[src/hw/rtl/blend_vector_by_clockwise_rotation_assert.svh]
// Assertion macros shared by the blend_vector_by_clockwise_rotation RTL.
`ifndef BLEND_VECTOR_BY_CLOCKWISE_ROTATION_ASSERT_SVH
`define BLEND_VECTOR_BY_CLOCKWISE_ROTATION_ASSERT_SVH
`ifndef SYNTHESIS
`define BVCR_ASSERT(lbl, prop, msg) \
   lbl: assert property (@(posedge clock) disable iff (reset) (prop)) else $error(msg);
`define BVCR_ASSERT_NEXT(lbl, cond, prop, msg) \
   lbl: assert property (@(posedge clock) disable iff (reset) (cond) |=> (prop)) \
      else $error(msg);
`else
`define BVCR_ASSERT(lbl, prop, msg)
`define BVCR_ASSERT_NEXT(lbl, cond, prop, msg)
`endif
`endif

[src/hw/rtl/bvcr_pkg.sv]
// Shared types, constants and the CORDIC arctangent table of the vector blend.
package bvcr_pkg;

   localparam int COORD_WIDTH_DEF   = 32;
   localparam int CORDIC_STAGES_DEF = 24;
   localparam int QUEUE_DEPTH       = 4;

   // Internal vector width of the vectoring CORDIC (prescaled x,y plus gain growth).
   localparam int VEC_W   = 36;
   localparam int SHIFT_W = 5;

   localparam logic [29:0] KINV_Q30     = 30'd652032874;
   localparam logic [31:0] QUARTER_TURN = 32'h4000_0000;

   typedef struct packed {
      logic signed [31:0] from_x;
      logic signed [31:0] from_y;
      logic signed [31:0] to_x;
      logic signed [31:0] to_y;
      logic signed [15:0] blend_rate;
   } req_type;

   typedef struct packed {
      logic signed [31:0] out_x;
      logic signed [31:0] out_y;
      logic               degenerate;
   } rsp_type;

   // Queue entry: classified, prescaled and quadrant-folded item.
   typedef struct packed {
      logic                     degen;
      logic signed [31:0]       from_x;
      logic signed [31:0]       from_y;
      logic signed [VEC_W-1:0]  fx;
      logic signed [VEC_W-1:0]  fy;
      logic [31:0]              fz;
      logic [SHIFT_W-1:0]       fs;
      logic signed [VEC_W-1:0]  tx;
      logic signed [VEC_W-1:0]  ty;
      logic [31:0]              tz;
      logic [SHIFT_W-1:0]       ts;
      logic signed [15:0]       rate;
   } job_type;

   // atan(2^-i) in units of 2^-32 turn.
   function automatic logic [31:0] atan_turns(input logic [4:0] idx);
      logic [31:0] r;
      case (idx)
         5'd0:  r = 32'd536870912;
         5'd1:  r = 32'd316933406;
         5'd2:  r = 32'd167458907;
         5'd3:  r = 32'd85004756;
         5'd4:  r = 32'd42667331;
         5'd5:  r = 32'd21354465;
         5'd6:  r = 32'd10679838;
         5'd7:  r = 32'd5340245;
         5'd8:  r = 32'd2670163;
         5'd9:  r = 32'd1335087;
         5'd10: r = 32'd667544;
         5'd11: r = 32'd333772;
         5'd12: r = 32'd166886;
         5'd13: r = 32'd83443;
         5'd14: r = 32'd41722;
         5'd15: r = 32'd20861;
         5'd16: r = 32'd10430;
         5'd17: r = 32'd5215;
         5'd18: r = 32'd2608;
         5'd19: r = 32'd1304;
         5'd20: r = 32'd652;
         5'd21: r = 32'd326;
         5'd22: r = 32'd163;
         5'd23: r = 32'd81;
         5'd24: r = 32'd41;
         5'd25: r = 32'd20;
         5'd26: r = 32'd10;
         5'd27: r = 32'd5;
         5'd28: r = 32'd3;
         5'd29: r = 32'd1;
         5'd30: r = 32'd1;
         default: r = 32'd0;
      endcase
      return r;
   endfunction

endpackage

[src/hw/rtl/bvcr_chan_if.sv]
// Valid/ready channel interface carrying one payload item per transfer.
interface bvcr_chan_if #(
   parameter type payload_type = logic
);
   logic        valid;
   logic        ready;
   payload_type data;

   modport source (output valid, output data, input ready);
   modport sink (input valid, input data, output ready);
endinterface

[src/hw/rtl/bvcr_front.sv]
// Front end: takes requests, flags zero-length vectors, prescales and folds quadrants.
`include "blend_vector_by_clockwise_rotation_assert.svh"
module bvcr_front (
   input  logic              clock,
   input  logic              reset,
   input  logic              in_valid,
   output logic              in_ready,
   input  bvcr_pkg::req_type in_data,
   output logic              push,
   output bvcr_pkg::job_type push_data,
   input  logic              full
);

   typedef struct packed {
      logic signed [bvcr_pkg::VEC_W-1:0] x;
      logic signed [bvcr_pkg::VEC_W-1:0] y;
      logic [31:0]                       z;
      logic [bvcr_pkg::SHIFT_W-1:0]      s;
   } vinit_type;

   logic              valid_ff;
   bvcr_pkg::req_type data_ff;
   vinit_type         fv;
   vinit_type         tv;

   // Scale so max(|x|,|y|) lands in [2^30,2^31], then fold left half-plane by a quarter turn.
   function automatic vinit_type prep(input logic signed [31:0] x, input logic signed [31:0] y);
      logic [32:0]                       ax;
      logic [32:0]                       ay;
      logic [32:0]                       m;
      logic [4:0]                        p;
      logic [bvcr_pkg::SHIFT_W-1:0]      s;
      logic signed [bvcr_pkg::VEC_W-1:0] xs;
      logic signed [bvcr_pkg::VEC_W-1:0] ys;
      vinit_type                         r;
      ax = x[31] ? (33'd0 - {x[31], x}) : {1'b0, x};
      ay = y[31] ? (33'd0 - {y[31], y}) : {1'b0, y};
      m  = (ax > ay) ? ax : ay;
      p  = '0;
      for (int b = 0; b < 32; b++) begin
         if (m[b]) p = 5'(b);
      end
      s  = (p >= 5'd30) ? '0 : (5'd30 - p);
      xs = bvcr_pkg::VEC_W'(x) <<< s;
      ys = bvcr_pkg::VEC_W'(y) <<< s;
      r.s = s;
      if (xs < 0) begin
         if (ys >= 0) begin
            r.x = ys;
            r.y = -xs;
            r.z = bvcr_pkg::QUARTER_TURN;
         end else begin
            r.x = -ys;
            r.y = xs;
            r.z = 32'd0 - bvcr_pkg::QUARTER_TURN;
         end
      end else begin
         r.x = xs;
         r.y = ys;
         r.z = '0;
      end
      return r;
   endfunction

   assign in_ready = !valid_ff || !full;
   assign push     = valid_ff && !full;

   always_ff @(posedge clock) begin
      if (reset) begin
         valid_ff <= 1'b0;
      end else if (in_ready) begin
         valid_ff <= in_valid;
      end
   end

   always_ff @(posedge clock) begin
      if (in_valid && in_ready) begin
         data_ff <= in_data;
      end
   end

   always_comb begin
      fv = prep(data_ff.from_x, data_ff.from_y);
      tv = prep(data_ff.to_x, data_ff.to_y);
      push_data.degen  = (data_ff.from_x == 0 && data_ff.from_y == 0) ||
                         (data_ff.to_x == 0 && data_ff.to_y == 0);
      push_data.from_x = data_ff.from_x;
      push_data.from_y = data_ff.from_y;
      push_data.fx     = fv.x;
      push_data.fy     = fv.y;
      push_data.fz     = fv.z;
      push_data.fs     = fv.s;
      push_data.tx     = tv.x;
      push_data.ty     = tv.y;
      push_data.tz     = tv.z;
      push_data.ts     = tv.s;
      push_data.rate   = data_ff.blend_rate;
   end

   `BVCR_ASSERT_NEXT(a_front_load, in_valid && in_ready, valid_ff, "front: transfer not held")

endmodule

[src/hw/rtl/bvcr_fifo.sv]
// Short job queue between the front end and the CORDIC back end.
`include "blend_vector_by_clockwise_rotation_assert.svh"
module bvcr_fifo #(
   parameter int DEPTH = bvcr_pkg::QUEUE_DEPTH
) (
   input  logic              clock,
   input  logic              reset,
   input  logic              push,
   input  bvcr_pkg::job_type push_data,
   output logic              full,
   input  logic              pop,
   output bvcr_pkg::job_type pop_data,
   output logic              empty
);

   localparam int PTR_W = (DEPTH > 1) ? $clog2(DEPTH) : 1;
   localparam int CNT_W = $clog2(DEPTH + 1);

   bvcr_pkg::job_type  mem_ff [0:DEPTH-1];
   logic [PTR_W-1:0]   wr_ptr_ff;
   logic [PTR_W-1:0]   rd_ptr_ff;
   logic [CNT_W-1:0]   count_ff;

   assign full     = (count_ff == CNT_W'(DEPTH));
   assign empty    = (count_ff == '0);
   assign pop_data = mem_ff[rd_ptr_ff];

   always_ff @(posedge clock) begin
      if (reset) begin
         wr_ptr_ff <= '0;
         rd_ptr_ff <= '0;
         count_ff  <= '0;
      end else begin
         if (push) begin
            wr_ptr_ff <= (wr_ptr_ff == PTR_W'(DEPTH - 1)) ? '0 : wr_ptr_ff + 1'b1;
         end
         if (pop) begin
            rd_ptr_ff <= (rd_ptr_ff == PTR_W'(DEPTH - 1)) ? '0 : rd_ptr_ff + 1'b1;
         end
         if (push && !pop) begin
            count_ff <= count_ff + 1'b1;
         end else if (pop && !push) begin
            count_ff <= count_ff - 1'b1;
         end
      end
   end

   always_ff @(posedge clock) begin
      if (push) begin
         mem_ff[wr_ptr_ff] <= push_data;
      end
   end

   `BVCR_ASSERT(a_fifo_bound, count_ff <= CNT_W'(DEPTH), "fifo: count above depth")
   `BVCR_ASSERT_NEXT(a_fifo_drain, pop && !push, count_ff == $past(count_ff) - 1'b1, "fifo: drain lost")

endmodule

[src/hw/rtl/bvcr_back.sv]
// Back end: vectoring CORDIC, angle blend, rotation CORDIC, length rescale, saturation.
`include "blend_vector_by_clockwise_rotation_assert.svh"
module bvcr_back #(
   parameter int COORD_WIDTH   = bvcr_pkg::COORD_WIDTH_DEF,
   parameter int CORDIC_STAGES = bvcr_pkg::CORDIC_STAGES_DEF
) (
   input  logic              clock,
   input  logic              reset,
   input  logic              job_valid,
   input  bvcr_pkg::job_type job_data,
   output logic              job_pop,
   output logic              out_valid,
   input  logic              out_ready,
   output bvcr_pkg::rsp_type out_data
);

   localparam int N     = (CORDIC_STAGES > 32) ? 32 : CORDIC_STAGES;
   localparam int VW    = bvcr_pkg::VEC_W;
   localparam int SW    = bvcr_pkg::SHIFT_W;
   localparam int ROT_W = 34;
   localparam int LEN_W = 50;
   localparam int SAT_W = (COORD_WIDTH > 32) ? 32 : COORD_WIDTH;
   localparam logic signed [65:0] SAT_HI = (66'sd1 <<< (SAT_W - 1)) - 66'sd1;
   localparam logic signed [65:0] SAT_LO = -SAT_HI - 66'sd1;
   localparam logic signed [33:0] QTR    = 34'(bvcr_pkg::QUARTER_TURN);

   typedef struct packed {
      logic               degen;
      logic signed [31:0] from_x;
      logic signed [31:0] from_y;
      logic [47:0]        pf_hi;
      logic [46:0]        pf_lo;
      logic [47:0]        pt_hi;
      logic [46:0]        pt_lo;
      logic [SW-1:0]      fs;
      logic [SW-1:0]      ts;
      logic [31:0]        af;
      logic signed [33:0] d;
      logic signed [15:0] rate;
   } p0_type;

   typedef struct packed {
      logic               degen;
      logic signed [31:0] from_x;
      logic signed [31:0] from_y;
      logic [LEN_W-1:0]   lf;
      logic [LEN_W-1:0]   lt;
      logic [31:0]        af;
      logic signed [49:0] rprod;
   } p1_type;

   typedef struct packed {
      logic                    degen;
      logic signed [31:0]      from_x;
      logic signed [31:0]      from_y;
      logic [LEN_W-1:0]        mean;
      logic signed [ROT_W-1:0] x;
      logic signed [ROT_W-1:0] y;
      logic signed [33:0]      phi;
   } rot_type;

   typedef struct packed {
      logic                    degen;
      logic signed [31:0]      from_x;
      logic signed [31:0]      from_y;
      logic [30:0]             t;
      logic [4:0]              e;
      logic signed [ROT_W-1:0] x;
      logic signed [ROT_W-1:0] y;
   } n0_type;

   typedef struct packed {
      logic               degen;
      logic signed [31:0] from_x;
      logic signed [31:0] from_y;
      logic signed [65:0] px;
      logic signed [65:0] py;
      logic [4:0]         e;
   } m0_type;

   logic                adv;
   bvcr_pkg::job_type   vs_ff [0:N];
   bvcr_pkg::job_type   vs_in [0:N];
   logic [N:0]          vv_ff;
   p0_type              p0_ff, p0_in;
   logic                p0_v_ff;
   p1_type              p1_ff, p1_in;
   logic                p1_v_ff;
   rot_type             rs_ff [0:N];
   rot_type             rs_in [0:N];
   logic [N:0]          rv_ff;
   n0_type              n0_ff, n0_in;
   logic                n0_v_ff;
   m0_type              m0_ff, m0_in;
   logic                m0_v_ff;
   bvcr_pkg::rsp_type   out_ff, out_in;
   logic                out_v_ff;

   function automatic logic [31:0] sat(input logic signed [65:0] v);
      logic signed [65:0] r;
      r = v;
      if (v > SAT_HI) r = SAT_HI;
      if (v < SAT_LO) r = SAT_LO;
      return r[31:0];
   endfunction

   // One vectoring micro-rotation on both vectors: drive y toward zero.
   function automatic bvcr_pkg::job_type vec_step(input bvcr_pkg::job_type j, input logic [4:0] k);
      logic signed [VW-1:0] x;
      logic signed [VW-1:0] y;
      logic [31:0]          a;
      bvcr_pkg::job_type    r;
      r = j;
      a = bvcr_pkg::atan_turns(k);
      x = j.fx;
      y = j.fy;
      if (y > 0) begin
         r.fx = x + (y >>> k);
         r.fy = y - (x >>> k);
         r.fz = j.fz + a;
      end else begin
         r.fx = x - (y >>> k);
         r.fy = y + (x >>> k);
         r.fz = j.fz - a;
      end
      x = j.tx;
      y = j.ty;
      if (y > 0) begin
         r.tx = x + (y >>> k);
         r.ty = y - (x >>> k);
         r.tz = j.tz + a;
      end else begin
         r.tx = x - (y >>> k);
         r.ty = y + (x >>> k);
         r.tz = j.tz - a;
      end
      return r;
   endfunction

   // One rotation micro-rotation: drive the residual angle toward zero.
   function automatic rot_type rot_step(input rot_type j, input logic [4:0] k);
      logic signed [ROT_W-1:0] x;
      logic signed [ROT_W-1:0] y;
      logic signed [33:0]      ph;
      logic signed [33:0]      a;
      rot_type                 r;
      r  = j;
      x  = j.x;
      y  = j.y;
      ph = j.phi;
      a  = $signed({2'b00, bvcr_pkg::atan_turns(k)});
      if (ph >= 0) begin
         r.x   = x - (y >>> k);
         r.y   = y + (x >>> k);
         r.phi = ph - a;
      end else begin
         r.x   = x + (y >>> k);
         r.y   = y - (x >>> k);
         r.phi = ph + a;
      end
      return r;
   endfunction

   // The whole pipeline advances together; it freezes only while the result is held.
   assign adv       = !out_v_ff || out_ready;
   assign job_pop   = job_valid && adv;
   assign out_valid = out_v_ff;
   assign out_data  = out_ff;

   always_comb begin
      vs_in[0] = job_data;
      for (int k = 0; k < N; k++) begin
         vs_in[k+1] = vec_step(vs_ff[k], 5'(k));
      end
   end

   // Gain removal split in two partial products; angle difference made clockwise.
   always_comb begin
      logic [34:0]        xf;
      logic [34:0]        xt;
      logic signed [33:0] dd;
      xf = vs_ff[N].fx[34:0];
      xt = vs_ff[N].tx[34:0];
      dd = 34'($signed(vs_ff[N].tz)) - 34'($signed(vs_ff[N].fz));
      if (dd >= 0) dd = dd - 34'sh1_0000_0000;
      p0_in.degen  = vs_ff[N].degen;
      p0_in.from_x = vs_ff[N].from_x;
      p0_in.from_y = vs_ff[N].from_y;
      p0_in.pf_hi  = 48'(xf[34:17]) * 48'(bvcr_pkg::KINV_Q30);
      p0_in.pf_lo  = 47'(xf[16:0]) * 47'(bvcr_pkg::KINV_Q30);
      p0_in.pt_hi  = 48'(xt[34:17]) * 48'(bvcr_pkg::KINV_Q30);
      p0_in.pt_lo  = 47'(xt[16:0]) * 47'(bvcr_pkg::KINV_Q30);
      p0_in.fs     = vs_ff[N].fs;
      p0_in.ts     = vs_ff[N].ts;
      p0_in.af     = vs_ff[N].fz;
      p0_in.d      = dd;
      p0_in.rate   = vs_ff[N].rate;
   end

   // Lengths undo the prescale; the clockwise angle is scaled by the rate.
   always_comb begin
      logic [63:0] sf;
      logic [63:0] st;
      sf = (64'(p0_ff.pf_hi) << 17) + 64'(p0_ff.pf_lo);
      st = (64'(p0_ff.pt_hi) << 17) + 64'(p0_ff.pt_lo);
      p1_in.degen  = p0_ff.degen;
      p1_in.from_x = p0_ff.from_x;
      p1_in.from_y = p0_ff.from_y;
      p1_in.lf     = LEN_W'(sf >> (6'd14 + 6'(p0_ff.fs)));
      p1_in.lt     = LEN_W'(st >> (6'd14 + 6'(p0_ff.ts)));
      p1_in.af     = p0_ff.af;
      p1_in.rprod  = 50'(p0_ff.d) * 50'(p0_ff.rate);
   end

   // Mean length, target angle and quadrant fold of the unit vector.
   always_comb begin
      logic [31:0]        ph32;
      logic signed [33:0] phs;
      ph32 = p1_ff.af + p1_ff.rprod[45:14];
      phs  = 34'($signed(ph32));
      rs_in[0].degen  = p1_ff.degen;
      rs_in[0].from_x = p1_ff.from_x;
      rs_in[0].from_y = p1_ff.from_y;
      rs_in[0].mean   = LEN_W'(((LEN_W+1)'(p1_ff.lf) + (LEN_W+1)'(p1_ff.lt)) >> 1);
      if (phs > QTR) begin
         rs_in[0].x   = '0;
         rs_in[0].y   = ROT_W'(bvcr_pkg::KINV_Q30);
         rs_in[0].phi = phs - QTR;
      end else if (phs < -QTR) begin
         rs_in[0].x   = '0;
         rs_in[0].y   = -ROT_W'(bvcr_pkg::KINV_Q30);
         rs_in[0].phi = phs + QTR;
      end else begin
         rs_in[0].x   = ROT_W'(bvcr_pkg::KINV_Q30);
         rs_in[0].y   = '0;
         rs_in[0].phi = phs;
      end
      for (int k = 0; k < N; k++) begin
         rs_in[k+1] = rot_step(rs_ff[k], 5'(k));
      end
   end

   // Bring the mean below 2^31 so it fits the 31-bit scale operand t.
   always_comb begin
      logic [5:0] p;
      logic [4:0] e;
      p = '0;
      for (int b = 0; b < LEN_W; b++) begin
         if (rs_ff[N].mean[b]) p = 6'(b);
      end
      e = (p >= 6'd31) ? 5'(p - 6'd30) : '0;
      n0_in.degen  = rs_ff[N].degen;
      n0_in.from_x = rs_ff[N].from_x;
      n0_in.from_y = rs_ff[N].from_y;
      n0_in.t      = 31'(rs_ff[N].mean >> e);
      n0_in.e      = e;
      n0_in.x      = rs_ff[N].x;
      n0_in.y      = rs_ff[N].y;
   end

   always_comb begin
      m0_in.degen  = n0_ff.degen;
      m0_in.from_x = n0_ff.from_x;
      m0_in.from_y = n0_ff.from_y;
      m0_in.px     = $signed({35'd0, n0_ff.t}) * 66'(n0_ff.x);
      m0_in.py     = $signed({35'd0, n0_ff.t}) * 66'(n0_ff.y);
      m0_in.e      = n0_ff.e;
   end

   // Round half up, then saturate; zero-length items pass the from-vector.
   always_comb begin
      logic [5:0]         sh;
      logic signed [65:0] half;
      sh   = 6'd46 - 6'(m0_ff.e);
      half = 66'sd1 <<< (sh - 6'd1);
      if (m0_ff.degen) begin
         out_in.out_x = sat(66'(m0_ff.from_x));
         out_in.out_y = sat(66'(m0_ff.from_y));
      end else begin
         out_in.out_x = sat((m0_ff.px + half) >>> sh);
         out_in.out_y = sat((m0_ff.py + half) >>> sh);
      end
      out_in.degenerate = m0_ff.degen;
   end

   always_ff @(posedge clock) begin
      if (reset) begin
         vv_ff    <= '0;
         p0_v_ff  <= 1'b0;
         p1_v_ff  <= 1'b0;
         rv_ff    <= '0;
         n0_v_ff  <= 1'b0;
         m0_v_ff  <= 1'b0;
         out_v_ff <= 1'b0;
      end else if (adv) begin
         vv_ff    <= {vv_ff[N-1:0], job_valid};
         p0_v_ff  <= vv_ff[N];
         p1_v_ff  <= p0_v_ff;
         rv_ff    <= {rv_ff[N-1:0], p1_v_ff};
         n0_v_ff  <= rv_ff[N];
         m0_v_ff  <= n0_v_ff;
         out_v_ff <= m0_v_ff;
      end
   end

   always_ff @(posedge clock) begin
      if (adv) begin
         vs_ff  <= vs_in;
         p0_ff  <= p0_in;
         p1_ff  <= p1_in;
         rs_ff  <= rs_in;
         n0_ff  <= n0_in;
         m0_ff  <= m0_in;
         out_ff <= out_in;
      end
   end

   `BVCR_ASSERT_NEXT(a_vec_hold, !adv, vv_ff == $past(vv_ff), "back: vectoring moved in stall")
   `BVCR_ASSERT_NEXT(a_rot_hold, !adv, rv_ff == $past(rv_ff), "back: rotation moved in stall")

endmodule

[src/hw/rtl/blend_vector_by_clockwise_rotation.sv]
// Top level of the clockwise-rotation vector blend.
//
// Usage: one request transfer on req_if carries a from-vector, a to-vector (signed
// Q16.16) and a blend rate (signed Q2.14). Each request yields exactly one response
// transfer on rsp_if: the from-vector turned clockwise toward the to-vector by the
// rate times the clockwise angle, with the mean of the two lengths, saturated to
// COORD_WIDTH bits (at most 32). A zero-length input returns the from-vector with
// degenerate set.
// The vectoring and rotation CORDIC pipelines lie in series from request to response.
// Throughput: one item per cycle while no response is held; every stage is pipelined
// and no unit is shared.
// Reset: synchronous, active high; empties the front register, the job queue and all
// pipeline valids. No clearing pass is needed; requests are taken right after reset.
// Stall: a held response freezes the back pipeline; the queue then fills and the
// front drops req_if.ready once the queue and its own register are full.
module blend_vector_by_clockwise_rotation #(
   parameter int COORD_WIDTH   = bvcr_pkg::COORD_WIDTH_DEF,
   parameter int CORDIC_STAGES = bvcr_pkg::CORDIC_STAGES_DEF
) (
   input logic          clock,
   input logic          reset,
   bvcr_chan_if.sink    req_if,
   bvcr_chan_if.source  rsp_if
);

   // Front to queue.
   logic              push;
   logic              full;
   bvcr_pkg::job_type push_data;

   // Queue to back.
   logic              pop;
   logic              empty;
   bvcr_pkg::job_type pop_data;

   // Classify and prescale; hold the request until the queue takes it.
   bvcr_front u_front (
      .clock     (clock),
      .reset     (reset),
      .in_valid  (req_if.valid),
      .in_ready  (req_if.ready),
      .in_data   (req_if.data),
      .push      (push),
      .push_data (push_data),
      .full      (full)
   );

   // Decouple front and back so each can stall on its own.
   bvcr_fifo #(
      .DEPTH (bvcr_pkg::QUEUE_DEPTH)
   ) u_fifo (
      .clock     (clock),
      .reset     (reset),
      .push      (push),
      .push_data (push_data),
      .full      (full),
      .pop       (pop),
      .pop_data  (pop_data),
      .empty     (empty)
   );

   // Measure, blend, rotate, rescale; the last stage is the response register.
   bvcr_back #(
      .COORD_WIDTH   (COORD_WIDTH),
      .CORDIC_STAGES (CORDIC_STAGES)
   ) u_back (
      .clock     (clock),
      .reset     (reset),
      .job_valid (!empty),
      .job_data  (pop_data),
      .job_pop   (pop),
      .out_valid (rsp_if.valid),
      .out_ready (rsp_if.ready),
      .out_data  (rsp_if.data)
   );

endmodule
[src/flat_wrapper.sv]
// flat-port wrapper written by rule: the top's interface ports become plain ports
module blend_vector_by_clockwise_rotation_flat 
#(
   parameter int COORD_WIDTH   = bvcr_pkg::COORD_WIDTH_DEF,
   parameter int CORDIC_STAGES = bvcr_pkg::CORDIC_STAGES_DEF
)
  (clock, reset, req_if_valid, req_if_data, req_if_ready, rsp_if_valid, rsp_if_data, rsp_if_ready);
  bvcr_chan_if req_if_i ();
  bvcr_chan_if rsp_if_i ();
  input logic clock;
  input logic reset;
  input wire logic [$bits(req_if_i.valid)-1:0] req_if_valid;
  input wire logic [$bits(req_if_i.data)-1:0] req_if_data;
  output wire logic [$bits(req_if_i.ready)-1:0] req_if_ready;
  output wire logic [$bits(rsp_if_i.valid)-1:0] rsp_if_valid;
  output wire logic [$bits(rsp_if_i.data)-1:0] rsp_if_data;
  input wire logic [$bits(rsp_if_i.ready)-1:0] rsp_if_ready;
  assign req_if_i.valid = req_if_valid;
  assign req_if_i.data = req_if_data;
  assign req_if_ready = req_if_i.ready;
  assign rsp_if_valid = rsp_if_i.valid;
  assign rsp_if_data = rsp_if_i.data;
  assign rsp_if_i.ready = rsp_if_ready;
  blend_vector_by_clockwise_rotation #(.COORD_WIDTH(COORD_WIDTH), .CORDIC_STAGES(CORDIC_STAGES)) u_core (.clock(clock), .reset(reset), .req_if(req_if_i), .rsp_if(rsp_if_i));
endmodule
[config.mk]
export PLATFORM = sky130hd
export DESIGN_NAME = blend_vector_by_clockwise_rotation_flat
export DESIGN_NICKNAME = d
export VERILOG_FILES = /design/src/hw/rtl/bvcr_pkg.sv /design/src/hw/rtl/bvcr_chan_if.sv /design/src/hw/rtl/bvcr_front.sv /design/src/hw/rtl/bvcr_fifo.sv /design/src/hw/rtl/bvcr_back.sv /design/src/hw/rtl/blend_vector_by_clockwise_rotation.sv /design/src/flat_wrapper.sv
export VERILOG_INCLUDE_DIRS = /design/src /design/src/hw/rtl
export SDC_FILE = /design/constraint.sdc
export NUM_CORES = 1
export LEC_CHECK = 0
export BUFFER_PORTS_ARGS = -buffer_cell sky130_fd_sc_hd__clkbuf_2
export CORE_UTILIZATION = 50
export DETAILED_ROUTE_END_ITERATION = 16
export HOLD_SLACK_MARGIN = 0.08
export PLACE_DENSITY = 0.72
export RECOVER_POWER = 50
export SYNTH_ARGS = -nofsm -noshare
export SYNTH_HDL_FRONTEND = slang
export SYNTH_SLANG_ARGS = --single-unit
[constraint.sdc]
create_clock -name clock -period 2.12 [get_ports clock]
set_input_delay 0.106 -clock clock [delete_from_list [all_inputs] [get_ports clock]]
set_output_delay 0.106 -clock clock [all_outputs]
set_load 0.1 [all_outputs]
==> out/results.ini <==
[setup_path]
path_cells = nor2_1 > a21boi_0 > ha_2 > inv_2 > fa_2 > xor2_1 > or3_1 > a21oi_1
slowest_stage = dfxtp_1
arrival_ns = 2.23
critPathLaunchType = flop
path_class = flop to flop
slowest_delay_ns = 0.42
endpoint_kind = flop
cp_data_required_time_ns = 2.38
cp_max_fo = 5

[drt]
wl_per_cell_um = 11.0
drc = 0
via_per_inst = 4.97
antenna_left = 0
dr_total_vias = 1579
drt_iter0_markers = 125
routed_wl_um = 3490
dr.pass1.iters = 4

[synth]
synthCells = 263
synth_seq_cells = 59
avgSynthCellArea_um2 = 8.05
syn-num-nets = 270
yosys_warnings = 0
yosys-top-cells-area = dfxtp_1 (56%), nand2_1 (19%), a21oi_1 (13%)
synth_seq_area_share = 0.558
synthDistinctLibCells = 22
syn_area_um2 = 2120
yosys.area.top_type_share = 0.558
synth_largest_area_cell = dfxtp_1

[power_and_ir_drop]
power.leakage_uw = 0.000804
ir_worst_vdd_mv = 0.724
power_density_nw_per_um2 = 1060
p_sw_uw = 585
seq_power_share = 0.474
internal_power_uw = 1930
combinationalPowerShare = 0.091
pwr-share-clk = 0.435
swShare = 0.233

[timing]
min_period_ns = 1.97
max_slew.worst_pin.slew_ns = 1.15
fmax_mhz = 506
fin_worst_skew_ns = 0.00730
rsz0062_at_grt = false
layout_setup_ws_ns = 0.145
setup_viol = 0
finalMaxSlewViolations = 0
setup_tns_ns = 0
period_share = 0.931
hold_viol = 0
slew_headroom = 0.234

[placed_design]
dp_slack_ns = 0.106
dpl_cell_area_um2 = 2160
place_hpwl_um = 1890
gp_congestion = 0.750
portBuffers = 5

[outcome]
status = completed

[global_routing]
grt_pass1_vias = 1442
grt_remaining_overflow = 0
grt_pass1_wl_um = 6040
grt_max_degree = 56
antenna_found_initial = 0
grt_use_total = 0.186

[finish]
antenna_cells = 0
mostFrequentLayoutCells = nand2_1 (106), dfxtp_1 (58), a21oi_1 (55)
fin_nets = 270
area_delta_synth_final_pct = 11.8
design_area_um2 = 2370
final_common_cell = nand2_1
drive_above_1_share = 0.108

[floorplanning]
fp.dieH_um = 67.1
floorplan.initialDensity = 0.525
die_area_um2 = 4500
core_area_um2 = 4030
die_w_um = 67.1
placementRows = 23
num_io_pins = 8

[clocking]
clockBufferDepth = 2
ctsHtreeMaxLevel = 3
clock-root-buffer = clkbuf_8
cts_tree = built
worstSkewPairLatency_ns = 0.34
cts_setup_buffers = 0
clkTransAtPathRegs_ns = 0.06
clock_sinks = 59
cts_buffers = 9

[min_path]
worstHoldPathType = primary input to flop

[run]
max-cap-violations = 0

power by group through the flow:
| stage | Sequential (uW) | Combinational, uW | Clock (uW) |
|---|---|---|---|
| after floorplan | 1210 | 193 | 0 |
| after global placement | 1210 | 221 | 0 |
| after detailed placement | 1210 | 227 | 0 |
| after CTS | 1190 | 232 | 1120 |
| after global routing | 1200 | 262 | 1180 |
| final | 1190 | 229 | 1090 |
flip-flops by register name, indices dropped and copies added, names as in the netlist:
| name | count |
|---|---|
| u_core.u_back.m0_v_ff | 1 |
| u_core.u_back.n0_v_ff | 1 |
| u_core.u_back.out_valid | 1 |
| u_core.u_back.p0_v_ff | 1 |
| u_core.u_back.p1_v_ff | 1 |
| u_core.u_back.rv_ff | 25 |
| u_core.u_back.vv_ff | 25 |
| u_core.u_fifo.count_ff | 3 |
| u_core.u_front.valid_ff | 1 |
cell families (layout without fill, tap and decap cells):
family                     Yosys count  in the layout  synth area share
buffers and inverters               22             27            0.0573
muxes                                1              1           0.00473
adders and majority gates            2              2            0.0154
AOI/OAI and AO/OA                   58             58             0.139
xor gates and xnor gates             2              2           0.00828
other                                1              1           0.00177
and+or+nand+nor                    118            118             0.215
DFF                                 59             59             0.558
critical path, delay by kind of cell, from the launching register on:
kind | cells | cell delay (ns)
AO/OA/AOI/OAI | 2 | 0.31
XOR/XNOR | 1 | 0.15
adder cells (fa/ha/maj) | 2 | 0.58
buffers and inverters | 1 | 0.04
flip-flops | 1 | 0.42
AND/OR/NAND/NOR | 2 | 0.39
cell usage after synthesis:
master    count
nand2_1     106
dfxtp_1      59
a21oi_1      55
buf_4         8
buf_2         7
nor2_1        6
clkbuf_1      5
inv_1         2
xor2_1        2
a21boi_0      1
conb_1        1
fa_1          1
ha_1          1
mux2i_1       1
nand2b_1      1
nand3_1       1
nor2b_1       1
nor3_1        1
nor4_1        1
o21ai_0       1
o31ai_1       1
or3_1         1
final cells by class:
type,instances,area (um^2)
Inverter,2,7.51
Timing Repair Buffer,9,66.3
Multi-Input combinational cell,182,827
Clock inverter,4,45.0
Clock buffer,12,176
Fill cell,375,1660
Sequential cell,59,1180
Tap cell,50,62.6
through the flow:
stage | cells | util | power, uW | hold slack, ns
after floorplan | 263 | - | 1400 | 0.235
after global routing | 318 | 0.588 | 2640 | 0.355
after global placement | 301 | 0.537 | 1430 | 0.345
final | 318 | 0.588 | 2510 | 0.331
after CTS | 318 | 0.594 | 2540 | 0.279
after detailed placement | 301 | 0.537 | 1440 | 0.341
path summary, 6_finish.rpt:
check	start	endpoint	slack (ns)	cells after the start
setup reg to reg	u_core.u_fifo.count_ff[1]$_SDFFE_PP0P_	u_core.u_fifo.count_ff[2]$_SDFFE_PP0P_	0.15	8
hold reg to reg	u_core.u_back.vv_ff[22]$_SDFFE_PP0N_	u_core.u_back.vv_ff[23]$_SDFFE_PP0N_	0.45	2
hold / removal	reset	u_core.u_fifo.count_ff[0]$_SDFFE_PP0P_	0.33	2
setup / recovery	u_core.u_fifo.count_ff[1]$_SDFFE_PP0P_	u_core.u_fifo.count_ff[2]$_SDFFE_PP0P_	0.15	8
per-layer routing:
metal  up-vias  wire (um)  part of all wire  track usage
li1        837          -                 -            -
met1       717       1660              0.47        0.202
met2        21       1620              0.47        0.295
met3         4        172             0.049        0.108
met4         0         36             0.010       0.0718
met5         -          0                 0            0
repair_timing:
item / CTS / global route
gates resized for setup: 0 / 1
hold buffers: 1 / 0
endpoints found under the hold margin: 1 / 0
endpoints found under the setup margin: 0 / 1
Note: power is estimated with default switching activity, not from simulation.
